### src/hdl/lcdnib_pkg.sv
// ----------------------------------------------------------------------------
// lcdnib_pkg
// Shared types, constants and the control store of the 4-bit LCD nibble
// sequencer.
// ----------------------------------------------------------------------------
package lcdnib_pkg;

  localparam int unsigned COLUMNS    = 16;
  localparam int unsigned MAX_DIGITS = 10;
  localparam int unsigned VALUE_W    = 32;
  localparam int unsigned BCD_W      = 4 * MAX_DIGITS;
  localparam int unsigned DIG_CNT_W  = $clog2(MAX_DIGITS + 1);
  localparam int unsigned BIT_CNT_W  = $clog2(VALUE_W);
  localparam int unsigned PC_W       = 5;

  localparam logic [7:0] COL_LIMIT  = 8'(COLUMNS);
  localparam logic [7:0] ASCII_ZERO = 8'd48;

  typedef enum logic [2:0] {
    KIND_INIT   = 3'd0,
    KIND_CMD    = 3'd1,
    KIND_CHAR   = 3'd2,
    KIND_CURSOR = 3'd3,
    KIND_INT    = 3'd4
  } kind_t;

  typedef enum logic [2:0] {
    REG_FSET  = 3'd0,
    REG_DISP  = 3'd1,
    REG_CLR   = 3'd2,
    REG_ENTRY = 3'd3,
    REG_LINE0 = 3'd4,
    REG_LINE1 = 3'd5
  } reg_idx_t;

  localparam logic [7:0] RST_FSET  = 8'd40;
  localparam logic [7:0] RST_DISP  = 8'd12;
  localparam logic [7:0] RST_CLR   = 8'd1;
  localparam logic [7:0] RST_ENTRY = 8'd6;
  localparam logic [7:0] RST_LINE0 = 8'd128;
  localparam logic [7:0] RST_LINE1 = 8'd192;

  // byte source for a strobe
  typedef enum logic [2:0] {
    SRC_FSET,
    SRC_DISP,
    SRC_CLR,
    SRC_ENTRY,
    SRC_BYTE,
    SRC_DIGIT
  } src_sel_t;

  // datapath operation of a step
  typedef enum logic [1:0] {
    DP_NONE,
    DP_DABBLE,
    DP_SKIP,
    DP_DIGIT
  } dp_op_t;

  // jump condition of a step
  typedef enum logic [1:0] {
    JC_NEVER,
    JC_BITS,
    JC_LEADZ,
    JC_MORE
  } jcond_t;

  typedef struct packed {
    logic            emit;
    logic            hi;
    logic            rs;
    src_sel_t        src;
    dp_op_t          dp;
    jcond_t          cond;
    logic            fin;
    logic [PC_W-1:0] target;
  } ucode_t;

  localparam logic [PC_W-1:0] PC_INIT  = PC_W'(0);
  localparam logic [PC_W-1:0] PC_CMD   = PC_W'(9);
  localparam logic [PC_W-1:0] PC_CHAR  = PC_W'(11);
  localparam logic [PC_W-1:0] PC_INT   = PC_W'(13);
  localparam logic [PC_W-1:0] PC_SKIP  = PC_W'(14);
  localparam logic [PC_W-1:0] PC_DIGIT = PC_W'(15);
  localparam logic [PC_W-1:0] PC_IDLE  = PC_W'(17);

  function automatic ucode_t mk_word(input logic emit, input logic hi, input logic rs,
                                     input src_sel_t src, input dp_op_t dp,
                                     input jcond_t cond, input logic fin,
                                     input logic [PC_W-1:0] target);
    ucode_t w;
    w.emit   = emit;
    w.hi     = hi;
    w.rs     = rs;
    w.src    = src;
    w.dp     = dp;
    w.cond   = cond;
    w.fin    = fin;
    w.target = target;
    return w;
  endfunction

  // Control store. A step that ends its request has fin set; it ends only
  // when its jump is not taken.
  function automatic ucode_t ucode_rom(input logic [PC_W-1:0] pc);
    ucode_t w;
    w = mk_word(1'b0, 1'b0, 1'b0, SRC_BYTE, DP_NONE, JC_NEVER, 1'b1, PC_IDLE);
    case (pc)
      // init: lone function-set high nibble, then four full commands
      5'd0:  w = mk_word(1'b1, 1'b1, 1'b0, SRC_FSET,  DP_NONE, JC_NEVER, 1'b0, PC_IDLE);
      5'd1:  w = mk_word(1'b1, 1'b1, 1'b0, SRC_FSET,  DP_NONE, JC_NEVER, 1'b0, PC_IDLE);
      5'd2:  w = mk_word(1'b1, 1'b0, 1'b0, SRC_FSET,  DP_NONE, JC_NEVER, 1'b0, PC_IDLE);
      5'd3:  w = mk_word(1'b1, 1'b1, 1'b0, SRC_DISP,  DP_NONE, JC_NEVER, 1'b0, PC_IDLE);
      5'd4:  w = mk_word(1'b1, 1'b0, 1'b0, SRC_DISP,  DP_NONE, JC_NEVER, 1'b0, PC_IDLE);
      5'd5:  w = mk_word(1'b1, 1'b1, 1'b0, SRC_CLR,   DP_NONE, JC_NEVER, 1'b0, PC_IDLE);
      5'd6:  w = mk_word(1'b1, 1'b0, 1'b0, SRC_CLR,   DP_NONE, JC_NEVER, 1'b0, PC_IDLE);
      5'd7:  w = mk_word(1'b1, 1'b1, 1'b0, SRC_ENTRY, DP_NONE, JC_NEVER, 1'b0, PC_IDLE);
      5'd8:  w = mk_word(1'b1, 1'b0, 1'b0, SRC_ENTRY, DP_NONE, JC_NEVER, 1'b1, PC_IDLE);
      // command byte (also cursor address)
      5'd9:  w = mk_word(1'b1, 1'b1, 1'b0, SRC_BYTE,  DP_NONE, JC_NEVER, 1'b0, PC_IDLE);
      5'd10: w = mk_word(1'b1, 1'b0, 1'b0, SRC_BYTE,  DP_NONE, JC_NEVER, 1'b1, PC_IDLE);
      // character byte
      5'd11: w = mk_word(1'b1, 1'b1, 1'b1, SRC_BYTE,  DP_NONE, JC_NEVER, 1'b0, PC_IDLE);
      5'd12: w = mk_word(1'b1, 1'b0, 1'b1, SRC_BYTE,  DP_NONE, JC_NEVER, 1'b1, PC_IDLE);
      // integer: binary to BCD, drop leading zeros, print digits
      5'd13: w = mk_word(1'b0, 1'b0, 1'b1, SRC_DIGIT, DP_DABBLE, JC_BITS, 1'b0, PC_INT);
      5'd14: w = mk_word(1'b0, 1'b0, 1'b1, SRC_DIGIT, DP_SKIP, JC_LEADZ, 1'b0, PC_SKIP);
      5'd15: w = mk_word(1'b1, 1'b1, 1'b1, SRC_DIGIT, DP_NONE, JC_NEVER, 1'b0, PC_IDLE);
      5'd16: w = mk_word(1'b1, 1'b0, 1'b1, SRC_DIGIT, DP_DIGIT, JC_MORE, 1'b1, PC_DIGIT);
      default: ;
    endcase
    return w;
  endfunction

  // add 3 to every BCD digit above 4 ahead of the shift
  function automatic logic [BCD_W-1:0] bcd_adjust(input logic [BCD_W-1:0] b);
    logic [BCD_W-1:0] r;
    r = b;
    for (int i = 0; i < MAX_DIGITS; i++) begin
      if (b[4*i +: 4] > 4'd4) begin
        r[4*i +: 4] = b[4*i +: 4] + 4'd3;
      end
    end
    return r;
  endfunction

endpackage

### src/hdl/lcd_4bit_nibble_sequencer_unit.sv
// ----------------------------------------------------------------------------
// lcd_4bit_nibble_sequencer_unit
// Turns LCD requests into RS/nibble strobes for a 4-bit character bus,
// run by a small microprogram over a byte mux and a BCD converter.
// ----------------------------------------------------------------------------
// Channel   Ports                                   Beat taken when
// request   start, busy, in_kind/value/line/column  start && !busy
// result    out_strobe, out_reg_select/nibble/last  out_strobe (one cycle)
// config    cfg_valid, cfg_ready, cfg_index/data    cfg_valid && cfg_ready
//
// One microcode step per cycle; each strobe step gives one result beat in the
// cycle after. An integer runs one conversion step per input bit, one step
// per dropped leading zero plus one, and a high- and a low-nibble step per
// digit.
// Requests that send nothing keep busy high for one cycle.
// Reset is synchronous and restores the register defaults; results cannot
// be stalled, and cfg_ready is always high.
// ----------------------------------------------------------------------------
module lcd_4bit_nibble_sequencer_unit (
  input  logic                              clk,
  input  logic                              rst_n,
  input  logic                              start,
  output logic                              busy,
  input  logic [2:0]                        in_kind,
  input  logic [lcdnib_pkg::VALUE_W-1:0]    in_value,
  input  logic [1:0]                        in_line,
  input  logic [7:0]                        in_column,
  output logic                              out_strobe,
  output logic                              out_reg_select,
  output logic [3:0]                        out_nibble,
  output logic                              out_last,
  input  logic                              cfg_valid,
  output logic                              cfg_ready,
  input  logic [2:0]                        cfg_index,
  input  logic [7:0]                        cfg_data
);
  import lcdnib_pkg::*;

  logic                 busy_r, busy_nxt;
  logic [PC_W-1:0]      pc_r, pc_nxt;
  logic                 strobe_r, strobe_nxt;
  logic                 rs_r, rs_nxt;
  logic [3:0]           nib_r, nib_nxt;
  logic                 last_r, last_nxt;

  logic [7:0]           fset_r, disp_r, clr_r, entry_r, line0_r, line1_r;

  logic [7:0]           byte_r, byte_nxt;
  logic [VALUE_W-1:0]   bin_r, bin_nxt;
  logic [BCD_W-1:0]     bcd_r, bcd_nxt;
  logic [BIT_CNT_W-1:0] bitcnt_r, bitcnt_nxt;
  logic [DIG_CNT_W-1:0] digcnt_r, digcnt_nxt;

  ucode_t               cw;
  logic                 accept;
  logic                 take;
  logic                 more_digits;
  logic                 lead_zero;
  logic                 cursor_ok;
  logic [3:0]           top_digit;
  logic [7:0]           src_byte;
  logic [PC_W-1:0]      entry_pc;
  logic [BCD_W-1:0]     bcd_adj;

  assign accept      = start && !busy_r;
  assign cw          = ucode_rom(pc_r);
  assign top_digit   = bcd_r[BCD_W-1 -: 4];
  assign more_digits = digcnt_r > DIG_CNT_W'(1);
  assign lead_zero   = (top_digit == 4'd0) && more_digits;
  assign cursor_ok   = !in_line[1] && (in_column < COL_LIMIT);
  assign bcd_adj     = bcd_adjust(bcd_r);

  always_comb begin
    unique case (cw.cond)
      JC_NEVER: take = 1'b0;
      JC_BITS:  take = bitcnt_r != '0;
      JC_LEADZ: take = lead_zero;
      JC_MORE:  take = more_digits;
    endcase
  end

  always_comb begin
    unique case (cw.src)
      SRC_FSET:  src_byte = fset_r;
      SRC_DISP:  src_byte = disp_r;
      SRC_CLR:   src_byte = clr_r;
      SRC_ENTRY: src_byte = entry_r;
      SRC_BYTE:  src_byte = byte_r;
      SRC_DIGIT: src_byte = ASCII_ZERO + {4'd0, top_digit};
      default:   src_byte = byte_r;
    endcase
  end

  always_comb begin
    unique case (in_kind)
      KIND_INIT:   entry_pc = PC_INIT;
      KIND_CMD:    entry_pc = PC_CMD;
      KIND_CHAR:   entry_pc = PC_CHAR;
      KIND_CURSOR: entry_pc = cursor_ok ? PC_CMD : PC_IDLE;
      KIND_INT:    entry_pc = PC_INT;
      default:     entry_pc = PC_IDLE;
    endcase
  end

  always_comb begin
    busy_nxt   = busy_r;
    pc_nxt     = pc_r;
    strobe_nxt = 1'b0;
    rs_nxt     = cw.rs;
    nib_nxt    = cw.hi ? src_byte[7:4] : src_byte[3:0];
    last_nxt   = cw.fin && !take;
    byte_nxt   = byte_r;
    bin_nxt    = bin_r;
    bcd_nxt    = bcd_r;
    bitcnt_nxt = bitcnt_r;
    digcnt_nxt = digcnt_r;

    if (accept) begin
      busy_nxt   = 1'b1;
      pc_nxt     = entry_pc;
      byte_nxt   = (in_kind == KIND_CURSOR)
                   ? in_column + (in_line[0] ? line1_r : line0_r)
                   : in_value[7:0];
      bin_nxt    = in_value;
      bcd_nxt    = '0;
      bitcnt_nxt = BIT_CNT_W'(VALUE_W - 1);
      digcnt_nxt = DIG_CNT_W'(MAX_DIGITS);
    end else if (busy_r) begin
      strobe_nxt = cw.emit;
      pc_nxt     = take ? cw.target : pc_r + PC_W'(1);
      if (cw.fin && !take) begin
        busy_nxt = 1'b0;
      end
      unique case (cw.dp)
        DP_NONE: ;
        DP_DABBLE: begin
          bcd_nxt    = {bcd_adj[BCD_W-2:0], bin_r[VALUE_W-1]};
          bin_nxt    = {bin_r[VALUE_W-2:0], 1'b0};
          bitcnt_nxt = bitcnt_r - BIT_CNT_W'(1);
        end
        DP_SKIP: begin
          // drop a leading zero digit, keep at least one
          if (lead_zero) begin
            bcd_nxt    = {bcd_r[BCD_W-5:0], 4'd0};
            digcnt_nxt = digcnt_r - DIG_CNT_W'(1);
          end
        end
        DP_DIGIT: begin
          bcd_nxt    = {bcd_r[BCD_W-5:0], 4'd0};
          digcnt_nxt = digcnt_r - DIG_CNT_W'(1);
        end
      endcase
    end
  end

  always_ff @(posedge clk) begin
    if (!rst_n) begin
      busy_r   <= 1'b0;
      pc_r     <= PC_IDLE;
      strobe_r <= 1'b0;
      fset_r   <= RST_FSET;
      disp_r   <= RST_DISP;
      clr_r    <= RST_CLR;
      entry_r  <= RST_ENTRY;
      line0_r  <= RST_LINE0;
      line1_r  <= RST_LINE1;
    end else begin
      busy_r   <= busy_nxt;
      pc_r     <= pc_nxt;
      strobe_r <= strobe_nxt;
      if (cfg_valid) begin
        unique case (cfg_index)
          REG_FSET:  fset_r  <= cfg_data;
          REG_DISP:  disp_r  <= cfg_data;
          REG_CLR:   clr_r   <= cfg_data;
          REG_ENTRY: entry_r <= cfg_data;
          REG_LINE0: line0_r <= cfg_data;
          REG_LINE1: line1_r <= cfg_data;
          default: ;
        endcase
      end
    end
  end

  always_ff @(posedge clk) begin
    rs_r     <= rs_nxt;
    nib_r    <= nib_nxt;
    last_r   <= last_nxt;
    byte_r   <= byte_nxt;
    bin_r    <= bin_nxt;
    bcd_r    <= bcd_nxt;
    bitcnt_r <= bitcnt_nxt;
    digcnt_r <= digcnt_nxt;
  end

  assign busy           = busy_r;
  assign out_strobe     = strobe_r;
  assign out_reg_select = rs_r;
  assign out_nibble     = nib_r;
  assign out_last       = last_r;
  assign cfg_ready      = 1'b1;

endmodule

### config.mk
export PLATFORM = sky130hd
export DESIGN_NAME = lcd_4bit_nibble_sequencer_unit
export DESIGN_NICKNAME = d
export VERILOG_FILES = /design/src/hdl/lcdnib_pkg.sv /design/src/hdl/lcd_4bit_nibble_sequencer_unit.sv
export SDC_FILE = /design/constraint.sdc
export NUM_CORES = 1
export LEC_CHECK = 0
export BUFFER_PORTS_ARGS = -buffer_cell sky130_fd_sc_hd__buf_4
export CORE_ASPECT_RATIO = 0.7
export CORE_MARGIN = 2
export CORE_UTILIZATION = 40
export DETAILED_ROUTE_END_ITERATION = 12
export PLACE_DENSITY_LB_ADDON = 0.15
export SYNTH_ARGS = -nofsm -noshare
export SYNTH_HDL_FRONTEND = slang
export SYNTH_SLANG_ARGS = --single-unit
### constraint.sdc
create_clock -name clk -period 3.3 [get_ports clk]
set_input_delay 0.33 -clock clk [delete_from_list [all_inputs] [get_ports clk]]
set_output_delay 0.33 -clock clk [all_outputs]
set_load 0.01 [all_outputs]
==> impl_results.md <==
* Final slew viol count at 0
* Final setup skew at 0.01145 ns
* Grt ovf at 0
* Final net count at 1,147
* Reg2Reg Launch Point: pc_r[0]
* First-pass GRT wire length at 34,360 µm
* DRC Markers at 0
* Max-Cap Viols at 0
* Vias at 6,979
* Post-DP HPWL at 14,570 µm
* # hold bufs at CTS at 0
* Worst Hold Depth at 3
* Row Count at 43
* Total number of yosys warnings at 0
* Tmin final at 2.829 ns
* Post-CTS Setup Bufs at 0
* Worst-path clk slew at 0.07 ns
* Ys async rst share at 0
* Worst min-delay path startpoint: in_value[12]
* Adder-Cell Fraction of Synth Area at 0.05555
* Largest family of logic cells by synthesized area: simple AND/OR/NAND/NOR gates
* Core area at 0.02001 mm²
* Switch Pwr at 1.448 mW
* Diode count at 0
* Hold Crit Class: input pin to flip-flop
* Top Usage Layer GRT: met1
* Syn Area/Cell at 8.203 µm²
* Sequential share of power at 0.442
* DR vias/cell at around 5.2
* Max-slew headroom at 0.4961
* Fillers at 2,010
* Arr. time, crit path at around 3.1 ns
* Share of layout cells above drive strength 1 at 0.1344
* Sequential cell area at 0.003403 mm²
* Compound-Gate Fraction of Synth Area at 0.1953
* CTS Buffer Depth at 2
* CP Data Required Time at 3.61 ns
* Post-cts resize count at 0
* Static leakage at 3.730 nW
* Die W at about 180 µm
* Element type at the critical path start: flip-flop
* Met2 usage at 0.2694
* Fmax at approximately 350 MHz
* Num CTS Buffers at 17
* Multi-input gate area at between 0.004 and 0.005 mm²
* Final setup fails at 0
* Initial Utilization at 0.4119
* ANT nets after route at 0
* Prevailing post-synth register cell: dfxtp_1
* Latest clock arrival within the worst-skew pair at roughly 0.42 ns
* Sum Neg Setup Slack at 0 ns
* Synthesized net count at 1,101
* Critical path class: flip-flop to flip-flop
* # IOs at between 60 and 70
* Status: finished, final reports clean
* Drt initial violations at between 600 and 700
* Final hold vios at 0
* GRT Util Overall at 0.1992
* Vias in the first global route at 6,528
* FF-to-FF path depth at 8
* Synth area leaders: dfxtp_1 27%, edfxtp_1 15%, nand2_1 12%
* H-Tree Depth at 4
* Clock Tree Root: clkbuf_16
* Synth unique cells at 75
* Reg2reg end: out_nibble[2]
* Leading area contributor after synthesis: dfxtp_1
* Unrepaired setup endpoints after global routing: false
* Worst Path Max Fanout at 12
* WL per Instance at 15.73 µm
* Area growth from synthesis to final layout at 15.63%
* XOR/XNOR Fraction of Synth Area at 0.02337
* Yosys top cell area share at 0.2671
* Synthesized instance count at 1,005
* Worst setup EP type: flip-flop
* Netlist Area Pre-Place at around 0.0082 mm²
* Worst Tran Pin Value at 0.7558 ns
* Final GP Congestion at 0.8546
* Hold EP: bin_r[12]
* CTS sink cnt at 150
* Met3 Usage GRT at 0.04182
* Final Power at 4.798 mW
* Internal power at 3.349 mW
* I/O Buffers at 67
* Met1 Usage GRT at 0.3159
* Sequential cell area fraction in the yosys report at 0.4128
* Mux contribution to synthesized area at 0.04841
* Final WL at 20,980 µm
* Power share of the combinational group at 0.168
* Clock power frac at 0.390
* Pwr dens at 503.3 mW/mm²
* Largest net degree at the start of global routing at 43
* Die ar. at 0.02179 mm²
* DRT Pass-1 Iters at 5
* #FFs+latches synth at 150
* R2R Setup Slk at between 0.4 and 0.5 ns
* Height of the die at ~120 µm
* Post-synth EDFFs at 40
* CTS tree: yes
* Peak VDD IR at around 0.0003 V
* Switching share of power at 0.3019
* Post-synthesis simple-gate area fraction at 0.2091
* Final period utilization at 0.8572
* Initial antenna violation count at 0
==> worst max-delay path by stage <==
stage / startpoint / end / slack, ns / cells after the start
4_1_cts: pc_r[0] / out_nibble[2] / 0.48 / 8
6_report: pc_r[0] / out_nibble[2] / 0.47 / 8
3_5_place_dp: pc_r[0] / out_nibble[2] / 0.50 / 8
2_1_floorplan: in_line[0] / byte_r[6] / 0.84 / 11
3_3_place_gp: pc_r[0] / out_nibble[2] / 0.67 / 8
5_1_grt: pc_r[0] / out_nibble[2] / 0.27 / 8
==> worst max-delay path: stages, from the launching register on <==
cell and delay (ns):
dfxtp_1 0.42, inv_1 0.09, ha_1 0.32, or2_2 0.33, a21oi_2 0.30, nand3_1 0.47, a211oi_1 0.36, a2111oi_0 0.13
a211o_1 0.30
==> sequential cells by signal, indices dropped and copies added (netlist names), 4 cells and up <==
signal and flops:
digcnt_r 4, entry_r 8, bcd_r 40, disp_r 8
line1_r 8, bin_r 32, out_nibble 4, pc_r 5
bitcnt_r 5, clr_r 8, fset_r 8, byte_r 8
line0_r 8
==> power groups by stage <==
stage / Combinational, mW / Sequential, mW / Clock (mW)
final: 0.804 / 2.12 / 1.87
after detailed placement: 0.800 / 2.16 / 0
after floorplan: 0.538 / 2.14 / 0
after global routing: 0.905 / 2.14 / 1.99
after CTS: 0.805 / 2.12 / 1.92
after global placement: 0.798 / 2.16 / 0
==> per-layer routing <==
layer / vias up / routed length, µm
met4: 0 / 192
met2: 140 / 8152
li1: 3604 / -
met3: 15 / 1019
met1: 3220 / 11620
met5: - / 0
==> stage by stage <==
step	area, µm²	setup slack [ns]	hold slack (ns)	util	instances
6_report	9533	0.4712	0.1558	0.4763	1334
5_1_grt	9533	0.2691	0.1494	0.4763	1334
4_1_cts	9533	0.4820	0.1439	0.4763	1334
3_5_place_dp	8975	0.5002	0.4468	0.4484	1302
3_3_place_gp	8975	0.6715	0.4385	0.4484	1302
2_1_floorplan	8244	0.8374	0.4329	-	1005
==> cell usage in the layout, fill, tap and decap left out, types with 3 or more instances in the layout <==
| cell type | synthesis | routed |
|---|---|---|
| a211o_1 | 3 | 3 |
| a211oi_1 | 27 | 27 |
| a21boi_0 | 3 | 3 |
| a21oi_1 | 84 | 84 |
| a311oi_1 | 11 | 11 |
| a31oi_1 | 4 | 4 |
| and2_1 | 4 | 4 |
| and3_1 | 6 | 6 |
| buf_4 | 3 | 82 |
| clkbuf_16 | 0 | 17 |
| dfxtp_1 | 110 | 110 |
| edfxtp_1 | 40 | 40 |
| ha_1 | 35 | 35 |
| inv_1 | 53 | 53 |
| inv_6 | 0 | 6 |
| inv_8 | 0 | 4 |
| mux2_2 | 7 | 7 |
| mux2i_1 | 32 | 32 |
| nand2_1 | 255 | 255 |
| nand3_1 | 23 | 23 |
| nor2_1 | 58 | 57 |
| nor2b_1 | 9 | 9 |
| nor3_1 | 11 | 11 |
| o2111ai_1 | 6 | 6 |
| o211ai_1 | 10 | 10 |
| o21ai_0 | 55 | 55 |
| o22ai_1 | 3 | 3 |
| o311ai_0 | 8 | 8 |
| o31ai_1 | 9 | 8 |
| or2_2 | 5 | 5 |
| xnor2_1 | 19 | 19 |
| xor2_1 | 3 | 3 |
==> Yosys cell counts, drive strengths merged, types with 10 or more instances <==
cell and instances:
a211oi 28, a21oi 87, a311oi 11, buf 18
clkbuf 37, dfxtp 110, edfxtp 40, ha 35
inv 54, mux2i 32, nand2 255, nand3 24
nor2 58, nor3 11, o211ai 10, o21ai 56
o311ai 10, xnor2 19
==> cells by family (layout without fill, tap and decap cells) <==
family          after synthesis  after routing
compound gates              249            249
xor+xnor                     22             22
fa+ha+maj                    36             36
buf+inv                     110            169
flops                       150            150
mux                          39             39
other cells                   1              1
simple gates                398            398
==> layout make-up <==
class,count,area share
Inverter,55,0.02166
Clock buffer,17,0.04463
Timing Repair Buffer,82,0.06458
Multi-Input combinational cell,745,0.4628
Sequential cell,150,0.3570
Tap cell,270,0.03544
Clock inverter,15,0.01391
Power figures use the tool's default switching activity.
